### src/design/wbwc_pkg.sv
// Shared types and constants for the base-w digit splitter.
// No dependencies.
package wbwc_pkg;

  // Configuration register indexes
  localparam logic CFG_WIDE_DIGITS = 1'b0;
  localparam logic CFG_CHK_COUNT   = 1'b1;

  localparam logic       WIDE_RESET  = 1'b1;
  localparam logic [3:0] COUNT_RESET = 4'd3;

  localparam int ByteW = 8;
  localparam int AccW  = 16;

  // Per-request control handed from front to back
  typedef struct packed {
    logic [7:0] msg_byte;
    logic       wide;
    logic [3:0] chk_cnt;  // zero unless the request closes a message
  } entry_ctl_t;

endpackage

### src/design/wbwc_fifo.sv
// Small flop-based FIFO between front and back.
// No package dependencies.
module wbwc_fifo #(
  parameter int Width = 8,
  parameter int Depth = 4
) (
  input  logic             clk_i,
  input  logic             rst_ni,
  input  logic             push_i,
  input  logic [Width-1:0] wdata_i,
  output logic             full_o,
  input  logic             pop_i,
  output logic             valid_o,
  output logic [Width-1:0] rdata_o
);
  localparam int PtrW = (Depth > 1) ? $clog2(Depth) : 1;
  localparam int CntW = $clog2(Depth + 1);

  logic [Width-1:0] mem_q [Depth];
  logic [PtrW-1:0]  wptr_q, wptr_d, rptr_q, rptr_d;
  logic [CntW-1:0]  cnt_q, cnt_d;
  logic             do_push, do_pop;

  assign full_o  = (cnt_q == CntW'(Depth));
  assign valid_o = (cnt_q != '0);
  assign rdata_o = mem_q[rptr_q];
  assign do_push = push_i && !full_o;
  assign do_pop  = pop_i && valid_o;

  always_comb begin
    wptr_d = wptr_q;
    rptr_d = rptr_q;
    cnt_d  = cnt_q;
    if (do_push) begin
      wptr_d = (wptr_q == PtrW'(Depth - 1)) ? '0 : wptr_q + 1'b1;
    end
    if (do_pop) begin
      rptr_d = (rptr_q == PtrW'(Depth - 1)) ? '0 : rptr_q + 1'b1;
    end
    if (do_push && !do_pop) begin
      cnt_d = cnt_q + 1'b1;
    end else if (do_pop && !do_push) begin
      cnt_d = cnt_q - 1'b1;
    end
  end

  always_ff @(posedge clk_i or negedge rst_ni) begin
    if (!rst_ni) begin
      wptr_q <= '0;
      rptr_q <= '0;
      cnt_q  <= '0;
    end else begin
      wptr_q <= wptr_d;
      rptr_q <= rptr_d;
      cnt_q  <= cnt_d;
    end
  end

  always_ff @(posedge clk_i) begin
    if (do_push) begin
      mem_q[wptr_q] <= wdata_i;
    end
  end

endmodule

### src/design/wbwc_front.sv
// Front end: accepts digest bytes, keeps the running checksum and builds
// the checksum digit window for closing bytes. Uses wbwc_pkg.
module wbwc_front import wbwc_pkg::*; #(
  parameter int MaxDigits = 8,
  parameter int WinW      = 32
) (
  input  logic             clk_i,
  input  logic             rst_ni,
  input  logic             accept_i,
  input  logic [7:0]       msg_byte_i,
  input  logic             last_byte_i,
  input  logic             wide_i,
  input  logic [3:0]       count_i,
  output entry_ctl_t       ctl_o,
  output logic [WinW-1:0]  win_o
);
  localparam int CalcW = (WinW > AccW + ByteW) ? WinW : AccW + ByteW;

  logic [AccW-1:0]  acc_q, acc_d, acc_sat;
  logic [4:0]       byte_sum;
  logic [AccW:0]    acc_sum;
  logic [3:0]       cnt_clamp;
  logic [5:0]       total_bits;
  logic [2:0]       nbytes;
  logic [3:0]       shamt;
  logic [5:0]       keep_bits;
  logic [CalcW-1:0] shifted, keep, aligned;

  // Checksum contribution of a whole byte: sum of (w-1-digit)
  always_comb begin
    if (wide_i) begin
      byte_sum = 5'(4'hF - msg_byte_i[7:4]) + 5'(4'hF - msg_byte_i[3:0]);
    end else begin
      byte_sum = 5'(2'd3 - msg_byte_i[7:6]) + 5'(2'd3 - msg_byte_i[5:4])
               + 5'(2'd3 - msg_byte_i[3:2]) + 5'(2'd3 - msg_byte_i[1:0]);
    end
    acc_sum = {1'b0, acc_q} + (AccW+1)'(byte_sum);
    // contributions are nonnegative, so one final clamp equals per-digit saturation
    acc_sat = acc_sum[AccW] ? '1 : acc_sum[AccW-1:0];
    acc_d   = last_byte_i ? '0 : acc_sat;
  end

  // Checksum window, left aligned so the back end reads from the top
  always_comb begin
    cnt_clamp  = (count_i > 4'(MaxDigits)) ? 4'(MaxDigits) : count_i;
    total_bits = wide_i ? {cnt_clamp, 2'b00} : {1'b0, cnt_clamp, 1'b0};
    nbytes     = 3'((total_bits + 6'd7) >> 3);
    shamt      = 4'd8 - {1'b0, total_bits[2:0]};
    keep_bits  = {nbytes, 3'b000};
    shifted    = CalcW'(acc_sat) << shamt;
    keep       = (CalcW'(1) << keep_bits) - CalcW'(1);
    aligned    = (shifted & keep) << (7'(CalcW) - {1'b0, keep_bits});
  end

  assign ctl_o.msg_byte = msg_byte_i;
  assign ctl_o.wide     = wide_i;
  assign ctl_o.chk_cnt  = last_byte_i ? cnt_clamp : 4'd0;
  assign win_o          = aligned[CalcW-1 -: WinW];

  always_ff @(posedge clk_i or negedge rst_ni) begin
    if (!rst_ni) begin
      acc_q <= '0;
    end else if (accept_i) begin
      acc_q <= acc_d;
    end
  end

endmodule

### src/design/wbwc_back.sv
// Back end: plays out one digit per cycle, while the output is not stalled,
// from the queued request into the output register. Uses wbwc_pkg.
module wbwc_back import wbwc_pkg::*; #(
  parameter int WinW = 32
) (
  input  logic            clk_i,
  input  logic            rst_ni,
  input  logic            q_valid_i,
  input  entry_ctl_t      q_ctl_i,
  input  logic [WinW-1:0] q_win_i,
  output logic            q_pop_o,
  output logic            out_valid_o,
  input  logic            out_stall_i,
  output logic [3:0]      digit_o,
  output logic            is_checksum_o,
  output logic            end_of_run_o
);
  logic [7:0]      byte_q, byte_d;
  logic [WinW-1:0] win_q, win_d;
  logic            wide_q, wide_d;
  logic [2:0]      msg_cnt_q, msg_cnt_d;
  logic [3:0]      chk_cnt_q, chk_cnt_d;
  logic            active, out_free, emit, done, in_msg;
  logic [3:0]      cur_digit;
  logic            cur_eor;
  logic            ovalid_q, ovalid_d;
  logic [3:0]      odigit_q;
  logic            ochk_q, oeor_q;

  assign active   = (msg_cnt_q != '0) || (chk_cnt_q != '0);
  assign in_msg   = (msg_cnt_q != '0);
  assign out_free = !ovalid_q || !out_stall_i;
  assign emit     = active && out_free;
  assign cur_eor  = (msg_cnt_q == 3'd1 && chk_cnt_q == '0) ||
                    (msg_cnt_q == '0 && chk_cnt_q == 4'd1);
  assign done     = emit && cur_eor;
  assign q_pop_o  = q_valid_i && (!active || done);

  always_comb begin
    if (in_msg) begin
      cur_digit = wide_q ? byte_q[7:4] : {2'b00, byte_q[7:6]};
    end else begin
      cur_digit = wide_q ? win_q[WinW-1 -: 4] : {2'b00, win_q[WinW-1 -: 2]};
    end
  end

  always_comb begin
    byte_d    = byte_q;
    win_d     = win_q;
    wide_d    = wide_q;
    msg_cnt_d = msg_cnt_q;
    chk_cnt_d = chk_cnt_q;
    if (q_pop_o) begin
      byte_d    = q_ctl_i.msg_byte;
      win_d     = q_win_i;
      wide_d    = q_ctl_i.wide;
      msg_cnt_d = q_ctl_i.wide ? 3'd2 : 3'd4;
      chk_cnt_d = q_ctl_i.chk_cnt;
    end else if (emit) begin
      if (in_msg) begin
        byte_d    = wide_q ? (byte_q << 4) : (byte_q << 2);
        msg_cnt_d = msg_cnt_q - 3'd1;
      end else begin
        win_d     = wide_q ? (win_q << 4) : (win_q << 2);
        chk_cnt_d = chk_cnt_q - 4'd1;
      end
    end
    ovalid_d = out_free ? emit : ovalid_q;
  end

  always_ff @(posedge clk_i or negedge rst_ni) begin
    if (!rst_ni) begin
      msg_cnt_q <= '0;
      chk_cnt_q <= '0;
      ovalid_q  <= 1'b0;
    end else begin
      msg_cnt_q <= msg_cnt_d;
      chk_cnt_q <= chk_cnt_d;
      ovalid_q  <= ovalid_d;
    end
  end

  always_ff @(posedge clk_i) begin
    byte_q <= byte_d;
    win_q  <= win_d;
    wide_q <= wide_d;
    if (emit) begin
      odigit_q <= cur_digit;
      ochk_q   <= !in_msg;
      oeor_q   <= cur_eor;
    end
  end

  assign out_valid_o   = ovalid_q;
  assign digit_o       = odigit_q;
  assign is_checksum_o = ochk_q;
  assign end_of_run_o  = oeor_q;

endmodule

### src/design/wots_base_w_digits_with_checksum.sv
// WOTS+ base-w digit splitter with checksum digits. Each request carries
// one digest byte and yields its base-w digits, most significant first:
// four 2-bit digits (w=4) or two 4-bit digits (w=16). A byte flagged last
// is followed by checksum_digit_count checksum digits (clamped to
// MAX_CHECKSUM_DIGITS, none for a count of zero), read from the saturating
// 16-bit checksum shifted left by 8-((count*log2w) mod 8) and cut to whole
// bytes, the RFC 8391 form. The checksum then clears. Rate: one digit per
// cycle out of the back end while the output is not stalled; the digit
// playout loop in the back end sets this. Requests are taken while the
// back end is busy until the QUEUE_DEPTH-entry queue is full. A request
// passes through the queue and the back-end registers before its first
// digit is registered in the output register. Configuration writes are
// taken every cycle and must only be issued while the block is idle.
// Uses wbwc_pkg, wbwc_front, wbwc_fifo and wbwc_back.
module wots_base_w_digits_with_checksum import wbwc_pkg::*; #(
  parameter int MAX_CHECKSUM_DIGITS = 8,
  parameter int QUEUE_DEPTH         = 4
) (
  input  logic       clk_i,
  input  logic       rst_ni,
  // request channel
  input  logic       in_valid_i,
  output logic       in_stall_o,
  input  logic [7:0] msg_byte_i,
  input  logic       last_byte_i,
  // digit channel
  output logic       out_valid_o,
  input  logic       out_stall_i,
  output logic [3:0] digit_o,
  output logic       is_checksum_o,
  output logic       end_of_run_o,
  // configuration writes
  input  logic       cfg_valid_i,
  output logic       cfg_ready_o,
  input  logic       cfg_index_i,
  input  logic [3:0] cfg_data_i
);
  // Checksum window: whole bytes covering the largest digit count at w=16
  localparam int WinW = ((MAX_CHECKSUM_DIGITS * 4 + 7) / 8) * 8;
  localparam int CtlW = $bits(entry_ctl_t);
  localparam int EntW = CtlW + WinW;

  logic             wide_q;
  logic [3:0]       count_q;
  logic             accept, q_full, q_valid, q_pop;
  entry_ctl_t       f_ctl, q_ctl;
  logic [WinW-1:0]  f_win, q_win;
  logic [EntW-1:0]  q_rdata;

  // Configuration registers, written any cycle
  assign cfg_ready_o = 1'b1;

  always_ff @(posedge clk_i or negedge rst_ni) begin
    if (!rst_ni) begin
      wide_q  <= WIDE_RESET;
      count_q <= COUNT_RESET;
    end else if (cfg_valid_i && cfg_ready_o) begin
      case (cfg_index_i)
        CFG_WIDE_DIGITS: wide_q  <= cfg_data_i[0];
        CFG_CHK_COUNT:   count_q <= cfg_data_i;
        default: ;
      endcase
    end
  end

  // Front end only stalls on a full queue
  assign in_stall_o = q_full;
  assign accept     = in_valid_i && !in_stall_o;

  wbwc_front #(
    .MaxDigits (MAX_CHECKSUM_DIGITS),
    .WinW      (WinW)
  ) u_front (
    .clk_i       (clk_i),
    .rst_ni      (rst_ni),
    .accept_i    (accept),
    .msg_byte_i  (msg_byte_i),
    .last_byte_i (last_byte_i),
    .wide_i      (wide_q),
    .count_i     (count_q),
    .ctl_o       (f_ctl),
    .win_o       (f_win)
  );

  wbwc_fifo #(
    .Width (EntW),
    .Depth (QUEUE_DEPTH)
  ) u_fifo (
    .clk_i   (clk_i),
    .rst_ni  (rst_ni),
    .push_i  (accept),
    .wdata_i ({f_ctl, f_win}),
    .full_o  (q_full),
    .pop_i   (q_pop),
    .valid_o (q_valid),
    .rdata_o (q_rdata)
  );

  assign q_ctl = q_rdata[EntW-1 -: CtlW];
  assign q_win = q_rdata[WinW-1:0];

  wbwc_back #(
    .WinW (WinW)
  ) u_back (
    .clk_i         (clk_i),
    .rst_ni        (rst_ni),
    .q_valid_i     (q_valid),
    .q_ctl_i       (q_ctl),
    .q_win_i       (q_win),
    .q_pop_o       (q_pop),
    .out_valid_o   (out_valid_o),
    .out_stall_i   (out_stall_i),
    .digit_o       (digit_o),
    .is_checksum_o (is_checksum_o),
    .end_of_run_o  (end_of_run_o)
  );

endmodule

### config.mk
export PLATFORM = sky130hd
export DESIGN_NAME = wots_base_w_digits_with_checksum
export DESIGN_NICKNAME = d
export VERILOG_FILES = /design/src/design/wbwc_pkg.sv /design/src/design/wbwc_fifo.sv /design/src/design/wbwc_front.sv /design/src/design/wbwc_back.sv /design/src/design/wots_base_w_digits_with_checksum.sv
export SDC_FILE = /design/constraint.sdc
export NUM_CORES = 1
export LEC_CHECK = 0
export ABC_AREA = 1
export BUFFER_PORTS_ARGS = -buffer_cell sky130_fd_sc_hd__buf_2
export CORE_MARGIN = 2
export CORE_UTILIZATION = 29
export DETAILED_ROUTE_END_ITERATION = 10
export SYNTH_ARGS = -nofsm -noshare
export SYNTH_HDL_FRONTEND = slang
export SYNTH_SLANG_ARGS = --single-unit
export TNS_END_PERCENT = 5
### constraint.sdc
create_clock -name clk_i -period 9.4 [get_ports clk_i]
set_clock_uncertainty 0.05 [all_clocks]
set_input_delay 1.41 -clock clk_i [delete_from_list [all_inputs] [get_ports clk_i]]
set_output_delay 1.41 -clock clk_i [all_outputs]
set_load 0.005 [all_outputs]
==> results of run 1 <==
[worst max-delay path, delay by kind of cell]
kind / cells / cell delay, ns
adders and majority gates: 5 / 2.11
and+or+nand+nor: 15 / 1.83
buffers and inverters: 4 / 0.31
AOI/OAI and AO/OA: 1 / 0.11
[area by class of cell]
cell class	instances	area share
Clock buffer	40	0.0526
Clock inverter	13	0.00786
Inverter	119	0.0302
Multi-Input combinational cell	946	0.328
Sequential cell	263	0.516
Tap cell	600	0.0502
Timing Repair Buffer	39	0.0152
[cell usage in the layout (no fill, tap or decap), types with 5 or more instances in the layout]
master,count
edfxtp_1,227
o21ai_1,5
clkbuf_16,29
buf_2,26
nand2_1,237
nand3_1,127
dfrtp_1,32
nand2_2,9
xnor2_1,7
nand3_2,6
buf_4,13
nor2_1,204
clkinv_1,11
clkbuf_1,9
nor3_1,5
o21ai_0,116
a31oi_1,38
nand4_1,21
fa_1,7
o22ai_1,44
nor2_2,7
inv_2,10
nand2_4,5
inv_1,102
a21oi_1,43
ha_1,30
[routing by layer]
metal  track usage  part of all wire  vias up
met5             0                 0        -
met4        0.0315             0.016        0
met3        0.0183             0.052       41
met2         0.225              0.47      241
met1         0.190              0.47     4800
li1              -                 -     4845
[state kept, by name, summed over array words and instances (netlist names)]
register	flops
u_back.wide_q	1
wide_q	1
u_back.byte_q	8
u_back.is_checksum_o	1
u_fifo.rptr_q	2
u_back.win_q	32
u_back.digit_o	4
u_fifo.cnt_q	3
u_back.out_valid_o	1
u_fifo.mem_q	180
u_fifo.wptr_q	2
u_back.end_of_run_o	1
u_front.acc_q	16
u_back.chk_cnt_q	4
count_q	4
u_back.msg_cnt_q	3
[cells by family after synthesis]
kind of cell / count (synthesis) / share of synthesized area
multiplexers: 3 / 0.00234
adder cells (fa/ha/maj): 37 / 0.0385
other: 1 / 0.000280
AND/OR/NAND/NOR: 635 / 0.207
AO/OA/AOI/OAI: 259 / 0.109
buffers and inverters: 191 / 0.0582
flip-flops: 263 / 0.577
XOR/XNOR: 11 / 0.00720
[worst paths after layout]
check	to	start	depth (start not counted)
min reg2reg	u_front.acc_q[2]$_DFFE_PN0P_	u_front.acc_q[2]$_DFFE_PN0P_	2
max reg2reg	u_fifo.mem_q[1][16]$_DFFE_PP_	wide_q$_DFFE_PN1P_	16
min in group asynchronous	u_front.acc_q[10]$_DFFE_PN0P_	rst_ni	1
max in group asynchronous	u_fifo.rptr_q[0]$_DFFE_PN0P_	rst_ni	1
max	u_fifo.mem_q[1][29]$_DFFE_PP_	msg_byte_i[3]	25
min	u_front.acc_q[2]$_DFFE_PN0P_	u_front.acc_q[2]$_DFFE_PN0P_	2
[per-stage QoR]
stage | setup slack, ns | instance area [um^2] | power, mW
final | 3.87 | 15000 | 4.18
after global routing | 3.45 | 15000 | 4.45
after CTS | 3.87 | 15000 | 4.21
after detailed placement | 3.31 | 14100 | 3.12
after global placement | 3.37 | 14100 | 3.09
after floorplan | 4.16 | 13400 | 2.71
[power groups by stage]
stage                     registers (mW)  clock network, mW  logic (mW)
after floorplan                     1.70                  0        1.01
after global placement              1.71                  0        1.38
after detailed placement            1.72                  0        1.40
after CTS                           1.70               1.11        1.41
after global routing                1.72               1.15        1.58
final                               1.70               1.09        1.40
[Yosys cell counts, types with 4 or more instances]
cell type and count:
xor2_1 4, o21ai_0 116, edfxtp_1 227, a31oi_1 38
ha_1 30, nand4_1 21, a21oi_1 43, nor2_2 7
nand3_1 127, dfrtp_1 33, nand2_1 237, nor2_1 208
nand3_2 6, o22ai_1 44, buf_1 8, o21ai_1 5
inv_2 10, nand2_2 9, inv_1 102, nand2_4 5
xnor2_1 7, fa_1 7, clkbuf_1 44, clkinv_1 5
buf_2 15, nor3_1 5
==> summary.md, run 1 <==
| Metric | Value |
|---|---|
| Number of antenna diodes | 0 |
| Initial Util | 0.294 |
| Worst Path Max Fanout | 31 |
| Comb pwr share | 0.335 |
| Fin crit share | 0.588 |
| Vias in the first global route | 9493 |
| RePlAce Congestion | 0.877 |
| Synth area leader | edfxtp_1 |
| Final ANT Viol Nets | 0 |
| Post-CTS Setup Repair Bufs | 0 |
| Vias | 9927 |
| Required time worst endpoint | 9.66 ns |
| Die area | 47900 um^2 |
| Finished Layout Cells | 2020 |
| Worst-Skew Late Latency | 0.56 ns |
| Setup TNS Final | 0 ns |
| Final Hold Viols | 0 |
| Min-delay worst type | flop to flop |
| Mean Syn Cell Area | 9.55 um^2 |
| Die width | 219 um |
| Cts repair resizes | 0 |
| Cells after Synth | 1400 |
| TritonCTS clock tree | done |
| Mapped Nets | 1456 |
| # hold bufs at CTS | 0 |
| Post-synthesis register bit count | 263 |
| Site row count | 78 |
| Net Switching | 1.54 mW |
| Synth top area cells | edfxtp_1 (51%), nand2_1 (6.7%), dfrtp_1 (6.2%), nor2_1 (5.8%), nand3_1 (4.8%) |
| Avg WL per Cell | 16.1 um |
| Async set-reset flop share out of synthesis | 0.137 |
| Register area | 7720 um^2 |
| Post-Route WL | 32.6 mm |
| Net count, final | 1454 |
| RSZ-0062 raised after global routing | false |
| Fraction of layout cells with a size suffix above 1 | 0.0930 |
| Synth cell types | 51 |
| Largest net degree at the start of global routing | 94 |
| Hold Slack | 0.447 ns |
| Synth Cell Area | 13400 um^2 |
| GRT Total Usage | 0.136 |
| Clk pwr share | 0.260 |
| Critical path endpoint category | flop |
| Clock net sink count | 263 |
| Clock Tree Root | clkbuf_16 |
| Post-synth top area share | 0.510 |
| Die height | 219 um |
| Crit path arrival time | 5.79 ns |
| Flop-to-flop setup slack | 4.09 ns |
| Endpoints failing setup | 0 |
| First-pass GRT wire length | 52.0 mm |
| Max clock buf depth | 3 |
| Initial antenna violation count | 1 |
| Switching share of power | 0.368 |
| Run status | finished clean |
| CTS buffer count | 29 |
| Worst-Margin Slew | 1.03 ns |
| Fillers | 4668 |
| Maxcap violations | 0 |
| Clk pin slew, worst setup/hold paths | 0.06 ns |
| Relative slew slack | 0.311 |
| Type of the worst setup path | input port to flop |
| Via density per instance | 4.91 |
| DRC | 0 |
| Area delta synth->final | 11.9% |
| Htree depth | 1 |
| 1st-pass router iterations | 5 |
| Post-DP HPWL | 20.7 mm |
| Int Pwr | 2.65 mW |
| Worst path slowest cell | fa_1 |
| Syn. warnings | 0 |
| Minimum clock period | 5.53 ns |
| FMAX | 181 MHz |
| Seq pwr share | 0.406 |
| DP Cell Count | 1967 |
| Max VDD drop | 0.000151 V |
| Starting DRT DRC Count | 782 |
| Core Area | 45500 um^2 |
| Number of synthesized flops with an enable pin | 227 |
| Port Buffers | 26 |
| # IOs | 28 |
| Static Leakage | 5.85 nW |
| Area of the multi-input gates | 4910 um^2 |
| Slew Viols, Final | 0 |
| Type of element launching the critical path | input port |
| Pwr/cell area | 280 nW/um^2 |
| Post-layout util | 0.329 |
| Crit path top cell by count | nand2_1 |
| Sequential cell area fraction in the yosys report | 0.577 |
| CP peak stage delay | 0.54 ns |
| Grt ovf | 0 |
| Top FF cell, synth | edfxtp_1 |
Note: power is estimated with default switching activity, not from simulation.
==> run 2, diff against run 1 <==
clock period = 5.3 ns   (was 9.4 ns; I/O delays follow)
==> run 2 against run 1 <==
Register-to-register slack got worse by 2.9 ns. Combinational power up 82%. First-iteration DRC count down 2.9%. Cell area up 1.0%. Critical endpoint is now u_fifo.mem_q[3][8]$_DFFE_PP_. Highest routed layer unchanged.
==> summary.md, run 2 (synthesis results as in run 1) <==
| Metric | Value |
|---|---|
| GR Util met2 | 0.230 |
| Fraction of layout cells with a size suffix above 1 | 0.109 |
| DP Worst Slack | -0.0741 ns |
| Clock net sink count | 263 |
| Commonest non-fill, non-tap cell in the layout | nand2_1 |
| Run status | finished clean |
| Min-delay worst type | input port to asynchronous set/reset pin |
| GRT Total Usage | 0.138 |
| TritonCTS clock tree | done |
| Hold Slack | 0.329 ns |
| Register area | 7720 um^2 |
| Setup TNS Final | 0 ns |
| Total power | 7.46 mW |
| Crit path arrival time | 5.11 ns |
| Reg-to-reg startpoint | wide_q$_DFFE_PN1P_ |
| Global routing usage on met1 | 0.189 |
| CP peak stage delay | 0.53 ns |
| Commonest non-fill, non-tap cells in the layout | nand2_1 (237), edfxtp_1 (227), nor2_1 (204) |
| Max VDD drop | 0.000242 V |
| Required time worst endpoint | 5.55 ns |
| Endpoints failing setup | 0 |
| Largest register FFs | 180 |
| Die height | 219 um |
| First-pass GRT wire length | 52.5 mm |
| Max clock buf depth | 3 |
| Final Hold Viols | 0 |
| 1st-pass router iterations | 5 |
| Die area | 47900 um^2 |
| Post-CTS Setup Repair Bufs | 0 |
| Post-DP HPWL | 22.0 mm |
| Htree depth | 1 |
| Dpl cell area | 14200 um^2 |
| Area of the multi-input gates | 4910 um^2 |
| Setup WS post-layout | 0.443 ns |
| Port Buffers | 26 |
| RSZ-0062 raised after global routing | false |
| Initial antenna violation count | 1 |
| Post-Route WL | 32.5 mm |
| # hold bufs at CTS | 0 |
| Top Registers | u_fifo.mem_q x180, u_back.win_q x32, u_front.acc_q x16 |
| Initial Util | 0.294 |
| R2R depth | 14 |
| # IOs | 28 |
| Relative slew slack | 0.299 |
| Minimum clock period | 4.86 ns |
| Largest net degree at the start of global routing | 93 |
| Fin crit share | 0.916 |
| Site row count | 78 |
| Fin area | 15100 um^2 |
| Vias in the first global route | 9480 |
| DRC | 0 |
| Core Area | 45500 um^2 |
| Number of antenna diodes | 0 |
| Critical path endpoint category | flop |
| Fillers | 4648 |
| Worst-Margin Slew | 1.05 ns |
| Pwr/cell area | 493 nW/um^2 |
| Grt ovf | 0 |
| Worst R2R End | u_fifo.mem_q[1][16]$_DFFE_PP_ |
| Vias | 9828 |
| GR met3 Demand/Resource | 0.0188 |
| CP Cell Sequence | buf_2, inv_1, fa_1, inv_1, fa_1, inv_1, ha_1, inv_1, o21ai_0, inv_1, fa_1, inv_1, nand2_1, nand2_1, nand3_1, nand2_2, buf_4, xor2_1, nand3_1, nand3_1, nand3_1, nand3_1, a21oi_1, buf_4 |
| Static Leakage | 5.95 nW |
| Via density per instance | 4.82 |
| Starting DRT DRC Count | 759 |
| Die width | 219 um |
| Worst path slowest cell | fa_1 |
| CTS buffer count | 30 |
| Area delta synth->final | 13.0% |
| Avg WL per Cell | 15.9 um |
| Crit path top cell by count | inv_1 |
| Clk pin slew, worst setup/hold paths | 0.06 ns |
| Flop-to-flop setup slack | 1.17 ns |
| Cts repair resizes | 0 |
| Worst Path Max Fanout | 5 |
| FMAX | 206 MHz |
| Net count, final | 1476 |
| Most used routing layer | met2 |
| Type of the worst setup path | input port to flop |
| RePlAce Congestion | 0.861 |
| Slew Viols, Final | 0 |
| Top reg by flops | u_fifo.mem_q |
| Final ANT Viol Nets | 0 |
| Maxcap violations | 0 |
| Type of element launching the critical path | input port |
| Worst-Skew Late Latency | 0.57 ns |
| Clock Tree Root | clkbuf_16 |
==> run 2: final cells by class <==
type	instances	share of cell area
repair buffers	60	0.0255
well taps	600	0.0497
inverters	119	0.0299
clock inverters	15	0.00820
multi-input cells	946	0.325
flip-flops and latches	263	0.511
clock buffers	36	0.0512
==> run 2: worst max path at each step <==
stage	startpoint	end	slack (ns)	cells past startpoint
global route	msg_byte_i[5]	u_fifo.mem_q[1][16]$_DFFE_PP_	0.09	25
finish	msg_byte_i[3]	u_fifo.mem_q[3][8]$_DFFE_PP_	0.44	24
detailed placement	msg_byte_i[3]	u_fifo.mem_q[3][16]$_DFFE_PP_	-0.07	23
floorplan	msg_byte_i[3]	u_fifo.mem_q[0][30]$_DFFE_PP_	0.68	22
CTS	msg_byte_i[3]	u_fifo.mem_q[1][16]$_DFFE_PP_	0.50	23
global placement	msg_byte_i[3]	u_fifo.mem_q[2][8]$_DFFE_PP_	-0.03	23
==> run 2: stage by stage <==
stage                     utilization  std cells
after detailed placement        0.313       1988
final                           0.332       2039
after floorplan                     -       1400
after global routing            0.332       2039
after CTS                       0.332       2039
after global placement          0.313       1988
==> run 2: worst max-delay path, delay by kind of cell <==
family / cells / cell delay, ns
AOI/OAI and AO/OA: 2 / 0.47
xor gates and xnor gates: 1 / 0.33
adders and majority gates: 4 / 1.77
buffers and inverters: 9 / 0.84
and+or+nand+nor: 8 / 0.88
==> run 2: power breakdown <==
| part | switching [mW] | leakage, nW | internal, mW |
|---|---|---|---|
| Sequential | 0.153 | 2.57 | 2.86 |
| Clock | 0.815 | 0.436 | 1.09 |
| Combinational | 1.79 | 2.94 | 0.757 |
==> run 2: metal layers <==
layer	vias to the layer above	part of all wire
met3	39	0.044
met2	179	0.47
met1	4719	0.47
li1	4891	-
met4	0	0.017
met5	-	0
